==> config.mk <==
export PLATFORM = sky130hd
export DESIGN_NAME = base64_stream_decoder
export DESIGN_NICKNAME = d
export VERILOG_FILES = /design/src/b64sd_pkg.sv /design/src/b64sd_front.sv /design/src/b64sd_fifo.sv /design/src/b64sd_back.sv /design/src/base64_stream_decoder.sv
export SDC_FILE = /design/constraint.sdc
export NUM_CORES = 1
export LEC_CHECK = 0
export BUFFER_PORTS_ARGS = -buffer_cell sky130_fd_sc_hd__buf_4
export CAP_MARGIN = 40
export CORE_MARGIN = 5
export CORE_UTILIZATION = 35
export CTS_BUF_LIST = sky130_fd_sc_hd__clkbuf_8
export CTS_CLUSTER_DIAMETER = 80
export CTS_CLUSTER_SIZE = 24
export DETAILED_ROUTE_END_ITERATION = 6
export MAX_ROUTING_LAYER = met4
export SYNTH_ARGS = -nofsm -noshare
export SYNTH_HDL_FRONTEND = slang
export SYNTH_SLANG_ARGS = --single-unit
==> constraint.sdc <==
create_clock -name clk_i -period 4.4 [get_ports clk_i]
set_input_delay 0.44 -clock clk_i [delete_from_list [all_inputs] [get_ports clk_i]]
set_output_delay 0.44 -clock clk_i [all_outputs]
set_load 0.05 [all_outputs]
==> src/b64sd_pkg.sv <==
// Shared types, character constants and the sextet lookup for the base64 stream decoder.
package b64sd_pkg;

  // ASCII codes that the decoder recognizes.
  localparam logic [7:0] CharUpperA = 8'h41;
  localparam logic [7:0] CharUpperZ = 8'h5a;
  localparam logic [7:0] CharLowerA = 8'h61;
  localparam logic [7:0] CharLowerZ = 8'h7a;
  localparam logic [7:0] CharDigit0 = 8'h30;
  localparam logic [7:0] CharDigit9 = 8'h39;
  localparam logic [7:0] CharPlus   = 8'h2b;
  localparam logic [7:0] CharSlash  = 8'h2f;
  localparam logic [7:0] CharPad    = 8'h3d;

  // Sextet values at the start of each character class.
  localparam logic [5:0] SextetLower = 6'd26;
  localparam logic [5:0] SextetDigit = 6'd52;
  localparam logic [5:0] SextetPlus  = 6'd62;
  localparam logic [5:0] SextetSlash = 6'd63;

  // Number of held sextets at which a quartet completes.
  localparam logic [1:0] HeldFull = 2'd3;

  // One input character.
  typedef struct packed {
    logic [7:0] char_code;
    logic       end_of_text;
  } in_item_t;

  // One result item.
  typedef struct packed {
    logic [7:0] data_byte;
    logic       byte_present;
    logic       text_done;
    logic       bad_input;
    logic       run_last;
  } out_item_t;

  // Work handed from the front to the back: the bytes one character
  // produces, first byte in the high bits, and an optional status result.
  typedef struct packed {
    logic [23:0] bytes;
    logic [1:0]  nbytes;
    logic        has_status;
    logic        bad;
  } job_t;

  // Result of the character lookup.
  typedef struct packed {
    logic       ok;
    logic [5:0] val;
  } sextet_t;

  // Map one character to its 6-bit value; ok is low for a non-alphabet code.
  function automatic sextet_t sextet_of(logic [7:0] ch);
    sextet_t s;
    s.ok  = 1'b1;
    s.val = '0;
    if (ch >= CharUpperA && ch <= CharUpperZ) begin
      s.val = 6'(ch - CharUpperA);
    end else if (ch >= CharLowerA && ch <= CharLowerZ) begin
      s.val = 6'(ch - CharLowerA) + SextetLower;
    end else if (ch >= CharDigit0 && ch <= CharDigit9) begin
      s.val = 6'(ch - CharDigit0) + SextetDigit;
    end else if (ch == CharPlus) begin
      s.val = SextetPlus;
    end else if (ch == CharSlash) begin
      s.val = SextetSlash;
    end else begin
      s.ok = 1'b0;
    end
    return s;
  endfunction

endpackage

==> src/b64sd_front.sv <==
// Front end: accepts characters, keeps the sextet accumulator and builds jobs.
module b64sd_front (
  input  logic              clk_i,
  input  logic              rst_ni,
  input  logic              in_valid_i,
  output logic              in_ready_o,
  input  b64sd_pkg::in_item_t in_data_i,
  input  logic              q_full_i,
  output logic              push_o,
  output b64sd_pkg::job_t   job_o
);
  import b64sd_pkg::*;

  logic [17:0] bits_q, bits_d;
  logic [1:0]  held_q, held_d;
  logic        pad_q, pad_d;
  logic        fail_q, fail_d;

  logic        fire;
  logic        active;
  logic        is_pad;
  sextet_t     sx;
  logic [17:0] bits_n;
  logic [1:0]  held_n;
  logic        fail_n;
  logic        quartet;
  logic        last;

  // A character is taken whenever the queue has room.
  assign in_ready_o = !q_full_i;
  assign fire       = in_valid_i && in_ready_o;
  assign last       = in_data_i.end_of_text;

  // Classify the character and advance the accumulator.
  always_comb begin
    active  = !pad_q && !fail_q;
    is_pad  = in_data_i.char_code == CharPad;
    sx      = sextet_of(in_data_i.char_code);
    bits_n  = bits_q;
    held_n  = held_q;
    fail_n  = fail_q || (active && !is_pad && !sx.ok);
    pad_d   = pad_q || (active && is_pad);
    quartet = active && !is_pad && sx.ok && held_q == HeldFull;
    job_o   = '0;
    if (quartet) begin
      job_o.bytes  = {bits_q, sx.val};
      job_o.nbytes = 2'd3;
      bits_n       = '0;
      held_n       = '0;
    end else if (active && !is_pad && sx.ok) begin
      bits_n = {bits_q[11:0], sx.val};
      held_n = held_q + 2'd1;
    end

    // End of text: flush the remainder and attach the status.
    if (last) begin
      job_o.has_status = 1'b1;
      job_o.bad        = fail_n || (held_n == 2'd1);
      if (!fail_n) begin
        if (held_n == 2'd2) begin
          job_o.bytes  = {bits_n[11:4], 16'h0000};
          job_o.nbytes = 2'd1;
        end else if (held_n == HeldFull) begin
          job_o.bytes  = {bits_n[17:10], bits_n[9:2], 8'h00};
          job_o.nbytes = 2'd2;
        end
      end
    end

    // The text state clears after its last character.
    if (last) begin
      bits_d = '0;
      held_d = '0;
      fail_d = 1'b0;
    end else begin
      bits_d = bits_n;
      held_d = held_n;
      fail_d = fail_n;
    end

    push_o = fire && (job_o.nbytes != 2'd0 || job_o.has_status);
  end

  // Text state registers.
  always_ff @(posedge clk_i or negedge rst_ni) begin
    if (!rst_ni) begin
      bits_q <= '0;
      held_q <= '0;
      pad_q  <= 1'b0;
      fail_q <= 1'b0;
    end else if (fire) begin
      bits_q <= bits_d;
      held_q <= held_d;
      pad_q  <= last ? 1'b0 : pad_d;
      fail_q <= fail_d;
    end
  end

endmodule

==> src/b64sd_fifo.sv <==
// Small job queue between the front and back ends.
module b64sd_fifo #(
  parameter int Depth = 2
) (
  input  logic            clk_i,
  input  logic            rst_ni,
  input  logic            push_i,
  input  b64sd_pkg::job_t push_data_i,
  output logic            full_o,
  input  logic            pop_i,
  output logic            valid_o,
  output b64sd_pkg::job_t pop_data_o
);
  import b64sd_pkg::*;

  localparam int PtrW = (Depth > 1) ? $clog2(Depth) : 1;
  localparam int CntW = $clog2(Depth + 1);
  localparam logic [PtrW-1:0] PtrLast = PtrW'(Depth - 1);
  localparam logic [CntW-1:0] CntFull = CntW'(Depth);

  job_t            slot_q [Depth];
  logic [PtrW-1:0] wr_ptr_q, wr_ptr_d;
  logic [PtrW-1:0] rd_ptr_q, rd_ptr_d;
  logic [CntW-1:0] cnt_q, cnt_d;
  logic            do_push;
  logic            do_pop;

  assign full_o     = cnt_q == CntFull;
  assign valid_o    = cnt_q != '0;
  assign pop_data_o = slot_q[rd_ptr_q];
  assign do_push    = push_i && !full_o;
  assign do_pop     = pop_i && valid_o;

  // Pointer and occupancy update.
  always_comb begin
    wr_ptr_d = wr_ptr_q;
    rd_ptr_d = rd_ptr_q;
    cnt_d    = cnt_q;
    if (do_push) begin
      wr_ptr_d = (wr_ptr_q == PtrLast) ? '0 : wr_ptr_q + PtrW'(1);
    end
    if (do_pop) begin
      rd_ptr_d = (rd_ptr_q == PtrLast) ? '0 : rd_ptr_q + PtrW'(1);
    end
    if (do_push && !do_pop) begin
      cnt_d = cnt_q + CntW'(1);
    end else if (do_pop && !do_push) begin
      cnt_d = cnt_q - CntW'(1);
    end
  end

  always_ff @(posedge clk_i or negedge rst_ni) begin
    if (!rst_ni) begin
      wr_ptr_q <= '0;
      rd_ptr_q <= '0;
      cnt_q    <= '0;
    end else begin
      wr_ptr_q <= wr_ptr_d;
      rd_ptr_q <= rd_ptr_d;
      cnt_q    <= cnt_d;
    end
  end

  // Queue storage.
  always_ff @(posedge clk_i) begin
    if (do_push) begin
      slot_q[wr_ptr_q] <= push_data_i;
    end
  end

endmodule

==> src/b64sd_back.sv <==
// Back end: walks through each job and sends its results, one per cycle while out_ready_i allows.
module b64sd_back (
  input  logic                clk_i,
  input  logic                rst_ni,
  input  logic                q_valid_i,
  input  b64sd_pkg::job_t     q_data_i,
  output logic                pop_o,
  output logic                out_valid_o,
  input  logic                out_ready_i,
  output b64sd_pkg::out_item_t out_data_o
);
  import b64sd_pkg::*;

  job_t      job_q;
  logic      job_vld_q;
  logic [1:0] idx_q;
  out_item_t out_q;
  logic      out_vld_q;

  logic      free;
  logic      emit;
  logic      is_byte;
  logic      finish;
  out_item_t res;

  assign free        = !out_vld_q || out_ready_i;
  assign emit        = job_vld_q && free;
  assign out_valid_o = out_vld_q;
  assign out_data_o  = out_q;

  // Build the next result of the current job.
  always_comb begin
    is_byte = idx_q < job_q.nbytes;
    res     = '0;
    if (is_byte) begin
      case (idx_q)
        2'd0:    res.data_byte = job_q.bytes[23:16];
        2'd1:    res.data_byte = job_q.bytes[15:8];
        default: res.data_byte = job_q.bytes[7:0];
      endcase
      res.byte_present = 1'b1;
      res.run_last     = (idx_q == job_q.nbytes - 2'd1) && !job_q.has_status;
    end else begin
      res.text_done = 1'b1;
      res.bad_input = job_q.bad;
      res.run_last  = 1'b1;
    end
    finish = emit && res.run_last;
    pop_o  = q_valid_i && (!job_vld_q || finish);
  end

  // Current job and its result index.
  always_ff @(posedge clk_i or negedge rst_ni) begin
    if (!rst_ni) begin
      job_vld_q <= 1'b0;
      idx_q     <= '0;
    end else if (pop_o) begin
      job_vld_q <= 1'b1;
      idx_q     <= '0;
    end else if (finish) begin
      job_vld_q <= 1'b0;
    end else if (emit) begin
      idx_q <= idx_q + 2'd1;
    end
  end

  always_ff @(posedge clk_i) begin
    if (pop_o) begin
      job_q <= q_data_i;
    end
  end

  // Output register.
  always_ff @(posedge clk_i or negedge rst_ni) begin
    if (!rst_ni) begin
      out_vld_q <= 1'b0;
    end else if (emit) begin
      out_vld_q <= 1'b1;
    end else if (out_ready_i) begin
      out_vld_q <= 1'b0;
    end
  end

  always_ff @(posedge clk_i) begin
    if (emit) begin
      out_q <= res;
    end
  end

endmodule

==> src/base64_stream_decoder.sv <==
// Base64 stream decoder top level: front end, job queue and back end.
//
// Input channel: one text character per transfer (in_data_i.char_code), with
// end_of_text set on the last character of a text. Output channel: one
// result per transfer, either a decoded byte (byte_present) or the status
// result that closes a text (text_done, with bad_input on error). run_last
// marks the final result caused by a given character.
// Throughput: one character per cycle, and one result per cycle while the
// receiver holds out_ready_i high. A completed quartet gives three byte
// results, so a short burst of full quartets fills the job queue of QueueDepth
// entries; in_ready_o then drops until the back end has drained a job. The
// back-end output port is the limit. The first result of a character goes
// through the job queue, the job register and the output register.
// Reset clears the accumulator, the queue and the output register; the
// block is ready for a character as soon as reset is released.
// When the receiver holds out_ready_i low, the output register keeps its
// result, the back end stops, and the queue absorbs characters until full.
module base64_stream_decoder #(
  parameter int QueueDepth = 2
) (
  input  logic                 clk_i,
  input  logic                 rst_ni,
  input  logic                 in_valid_i,
  output logic                 in_ready_o,
  input  b64sd_pkg::in_item_t  in_data_i,
  output logic                 out_valid_o,
  input  logic                 out_ready_i,
  output b64sd_pkg::out_item_t out_data_o
);
  import b64sd_pkg::*;

  logic push;
  job_t push_job;
  logic q_full;
  logic q_valid;
  job_t q_job;
  logic pop;

  // Character classification and accumulation.
  b64sd_front u_front (
    .clk_i      (clk_i),
    .rst_ni     (rst_ni),
    .in_valid_i (in_valid_i),
    .in_ready_o (in_ready_o),
    .in_data_i  (in_data_i),
    .q_full_i   (q_full),
    .push_o     (push),
    .job_o      (push_job)
  );

  // Decoupling queue.
  b64sd_fifo #(
    .Depth (QueueDepth)
  ) u_fifo (
    .clk_i       (clk_i),
    .rst_ni      (rst_ni),
    .push_i      (push),
    .push_data_i (push_job),
    .full_o      (q_full),
    .pop_i       (pop),
    .valid_o     (q_valid),
    .pop_data_o  (q_job)
  );

  // Result sequencing and output register.
  b64sd_back u_back (
    .clk_i       (clk_i),
    .rst_ni      (rst_ni),
    .q_valid_i   (q_valid),
    .q_data_i    (q_job),
    .pop_o       (pop),
    .out_valid_o (out_valid_o),
    .out_ready_i (out_ready_i),
    .out_data_o  (out_data_o)
  );

endmodule

==> impl_summary.txt <==
----------------------------------------------------
[Status]
  Status ... complete, no violations

[Finish]
  Count of antenna diodes in the layout ... 0
  Layout overhead on the synthesized area ... 13.80%
  Layout Nets ... 535
  Post-route cell area ... 0.006748 mm^2
  Fillers ... 1532
  Fraction of final layout cells with drive strength greater than 1 ... 19.42%

[Timing]
  Max_slew headroom ... 38.72%
  Achievable Freq ... 0.2854 GHz
  Total count of hold-check failures in the final report ... 0
  Clock tree skew after final layout ... 0.01248 ns
  Final critical-path share of the clock period ... 79.64%
  Worst-case hold slack ... 0.3238 ns
  Final Critical Period ... 3.504 ns
  Final setup violation count ... 0
  Max-slew violations ... 0
  Unrepaired setup endpoints after global routing ... false
  Worst slew pin tran ... 0.9064 ns
  Setup TNS Final ... 0 ns

[GRT]
  Number of global-route vias before repair ... 3873
  Pin count of the biggest net entering global routing ... 38
  Antenna violations before repair ... 0
  All-layer global routing usage ... 13.11%
  Wire length of the first global-routing pass ... 20.20 mm
  Total congestion overflow after global routing ... 0

[Floorplanning]
  Site Rows ... 47
  Boundary pin count ... 27
  Core Area ... 0.01658 mm^2
  Overall die area ... 0.01964 mm^2
  Die Span X ... 140.2 um
  Vertical extent of the die ... 140.2 um
  Starting density of the core ... 35.76%

[Place]
  Number of buffers inserted by port buffering ... 26
  HPWL after detailed placement ... 8.569 mm
  Final GP Congestion ... 0.8555
  Area post-placement ... 0.006389 mm^2

[Power and ir drop]
  LEAKAGE ... 2.468 nW
  Total power density per cell area ... 649.9 mW/mm^2
  Maximum ir drop on the vdd rail ... 0.2762 mV

[Yosys]
  Sequential element share of the synthesized area ... 61.28%
  Top area cells in the synthesized netlist ... sky130_fd_sc_hd__edfxtp_1 49%, sky130_fd_sc_hd__dfrtp_1 13%, sky130_fd_sc_hd__mux2_2 5.3%, sky130_fd_sc_hd__a22oi_1 3.5%, sky130_fd_sc_hd__ha_1 3.2%
  Top cell types by occurrence after synthesis ... 96 x sky130_fd_sc_hd__edfxtp_1, 45 x sky130_fd_sc_hd__nand2_1, 30 x sky130_fd_sc_hd__dfrtp_1, 30 x sky130_fd_sc_hd__nor2_1
  Number of flops mapped to enable cells by yosys ... 96
  Yosys warnings ... 0
  Syn Inst Count ... 476
  Fraction of synthesized cell area taken by the top area cell type ... 48.62%
  Top flip-flop cell by instance count after synthesis ... sky130_fd_sc_hd__edfxtp_1
  Most frequent cell after synthesis ... sky130_fd_sc_hd__edfxtp_1
  Post-synthesis average cell area ... 12.46 um^2
  Synthesized area ... 0.005929 mm^2
  Net count after synthesis ... 504
  Post-synthesis cell type with the largest combined area ... sky130_fd_sc_hd__edfxtp_1
  Async SR Flop Fraction ... 23.81%
  Number of synthesized register bits ... 126
  Number of library cell types mapped by synthesis ... 67

[Detailed routing]
  Count of unresolved DRC violations after routing ... 0
  Total routed wirelength ... 12.24 mm
  Count of TritonRoute iterations in the first routing pass ... 5
  Routed Antenna Nets ... 0
  Wirelength per Cell ... 16.54 um
  Via-per-instance ratio ... 5.296
  Overall via count from detail_route ... 3919
  Drt first-iter violations ... 353

[Clock network]
  Total of cells resized after clock tree synthesis ... 0
  Htree depth ... 4
  Number of buffers created by CTS ... 17
  Root Driver ... sky130_fd_sc_hd__clkbuf_8
  Postcts setup bufs ... 0
  Sinks on the clock net ... 126
  Clock transition at the registers of the reported paths ... 0.07 ns
  Source-to-sink clock delay at the later pin of the worst-skew pair ... 0.43 ns
  Largest buffer count on any clock path ... 2
  Clock tree from TritonCTS ... done

[Worst setup path]
  Data arrival time of the critical path ... 3.59 ns
  Worst Setup Start Kind ... primary input
  Slowest cell on the critical path ... sky130_fd_sc_hd__or4b_1
  Setup CP Type ... in -> reg
  Ordered cell list for the critical path ... buf_4 -> inv_1 -> ha_1 -> nor2b_1 -> o211a_1 -> or4b_1 -> a21oi_1 -> nand2_1 -> a21o_1 -> inv_1 -> and2_1 -> buf_4
  Crit-path max cell delay ... 0.68 ns
  Element type at the critical path end ... flop
  Endpoint required time on the critical path ... 4.48 ns
  Crit Path Max Fanout ... 28

[Run]
  Number of max-cap violations ... 0

[Hold path]
  Worst min path class ... in -> reg

----------------------------------------------------
worst paths after layout:
kind / start / endpoint / slack, ns / cells past startpoint
max: in_data_i[1] / u_fifo.slot_q[1][17] / 0.90 / 12
min: out_ready_i / u_back.out_valid_o / 0.32 / 3
max in group asynchronous: rst_ni / u_front.bits_q[9] / 3.62 / 2
min reg2reg: u_fifo.cnt_q[1] / u_fifo.cnt_q[1] / 0.51 / 1
max reg2reg: u_front.held_q[0] / u_fifo.slot_q[0][23] / 1.10 / 8
min in group asynchronous: rst_ni / u_fifo.rd_ptr_q / 0.48 / 2
metrics by stage:
| step | power (mW) | util (%) | cells | setup slack (ns) |
|---|---|---|---|---|
| 6_report | 4.385 | 40.69 | 740 | 0.8960 |
| 5_1_grt | 4.641 | 40.69 | 740 | 0.7121 |
| 4_1_cts | 4.433 | 40.69 | 740 | 0.9691 |
| 3_5_place_dp | 3.523 | 38.52 | 707 | 0.4982 |
| 3_3_place_gp | 3.458 | 38.36 | 706 | 0.6294 |
| 2_1_floorplan | 3.075 | - | 476 | 0.5312 |
repair_timing:
| item | in CTS | in global routing |
|---|---|---|
| hold buffers | 1 | 0 |
| endpoints found under the setup margin | 0 | 0 |
| hold endpoints to repair | 30 | 0 |
power breakdown:
group,switching (mW),internal (mW)
clock network,0.414,0.480
logic,0.910,0.548
registers,0.252,1.78
cells in the final DEF (no fill, tap or decap), types with 4 or more instances in the layout:
cell type / netlist / layout
sky130_fd_sc_hd__a22o_1: 7 / 7
sky130_fd_sc_hd__mux2_2: 28 / 28
sky130_fd_sc_hd__nor2_1: 30 / 29
sky130_fd_sc_hd__or3_1: 5 / 5
sky130_fd_sc_hd__clkbuf_8: 0 / 17
sky130_fd_sc_hd__a21oi_1: 26 / 25
sky130_fd_sc_hd__nand3_1: 5 / 5
sky130_fd_sc_hd__nand2_1: 45 / 45
sky130_fd_sc_hd__buf_4: 2 / 32
sky130_fd_sc_hd__edfxtp_1: 96 / 96
sky130_fd_sc_hd__dfrtp_1: 30 / 30
sky130_fd_sc_hd__a2111oi_2: 4 / 4
sky130_fd_sc_hd__nand2b_1: 4 / 4
sky130_fd_sc_hd__nor2b_1: 5 / 5
sky130_fd_sc_hd__o21ai_0: 28 / 28
sky130_fd_sc_hd__a22oi_1: 28 / 28
sky130_fd_sc_hd__xnor2_1: 6 / 6
sky130_fd_sc_hd__ha_1: 15 / 15
sky130_fd_sc_hd__clkinv_1: 1 / 4
sky130_fd_sc_hd__and2_1: 6 / 6
sky130_fd_sc_hd__clkinv_2: 0 / 5
sky130_fd_sc_hd__inv_1: 17 / 22
sky130_fd_sc_hd__o21ai_1: 6 / 5
metal layers:
layer  share of wire, %  vias to the layer above  track usage (%)  routed length (um)
met1                 45                     1893            16.76                5558
li1                   -                     1864                -                   -
met5                  0                        -                -                   0
met3                5.6                       28            3.374                 689
met4                2.0                        0            5.150                 250
met2                 47                      134            20.06                5737
cell type report:
class / count / area, um^2 / area share, %
Multi-Input combinational cell: 309 / 2141 / 31.73
Timing Repair Buffer: 34 / 277.8 / 4.116
Tap cell: 220 / 275.3 / 4.079
Sequential cell: 126 / 3633 / 53.85
Clock inverter: 15 / 115.1 / 1.706
Inverter: 19 / 71.32 / 1.057
Clock buffer: 17 / 234.0 / 3.467
kinds of logic after synthesis:
group           after synthesis  share of synthesized area [%]
xor+xnor                      9                          1.329
compound gates              141                          16.82
flops                       126                          61.28
buf+inv                      41                          2.785
simple gates                115                          9.137
fa+ha+maj                    15                          3.165
mux                          29                          5.486
sequential cells by signal, summed over array words and instances, names as in the netlist:
name / cells
u_fifo.rd_ptr_q: 1
u_back.out_data_o: 12
u_front.bits_q: 18
u_back.job_vld_q: 1
u_back.idx_q: 2
u_front.fail_q: 1
u_fifo.cnt_q: 2
u_fifo.slot_q: 56
u_back.out_valid_o: 1
u_fifo.wr_ptr_q: 1
u_back.job_q: 28
u_front.pad_q: 1
u_front.held_q: 2
worst max-delay path, delay by kind of cell:
family,cells,cell delay (ns)
and+or+nand+nor,4,1.27
adders and majority gates,1,0.24
AOI/OAI and AO/OA,3,0.98
buffers and inverters,4,0.64
(Power assumes the default switching activity.)
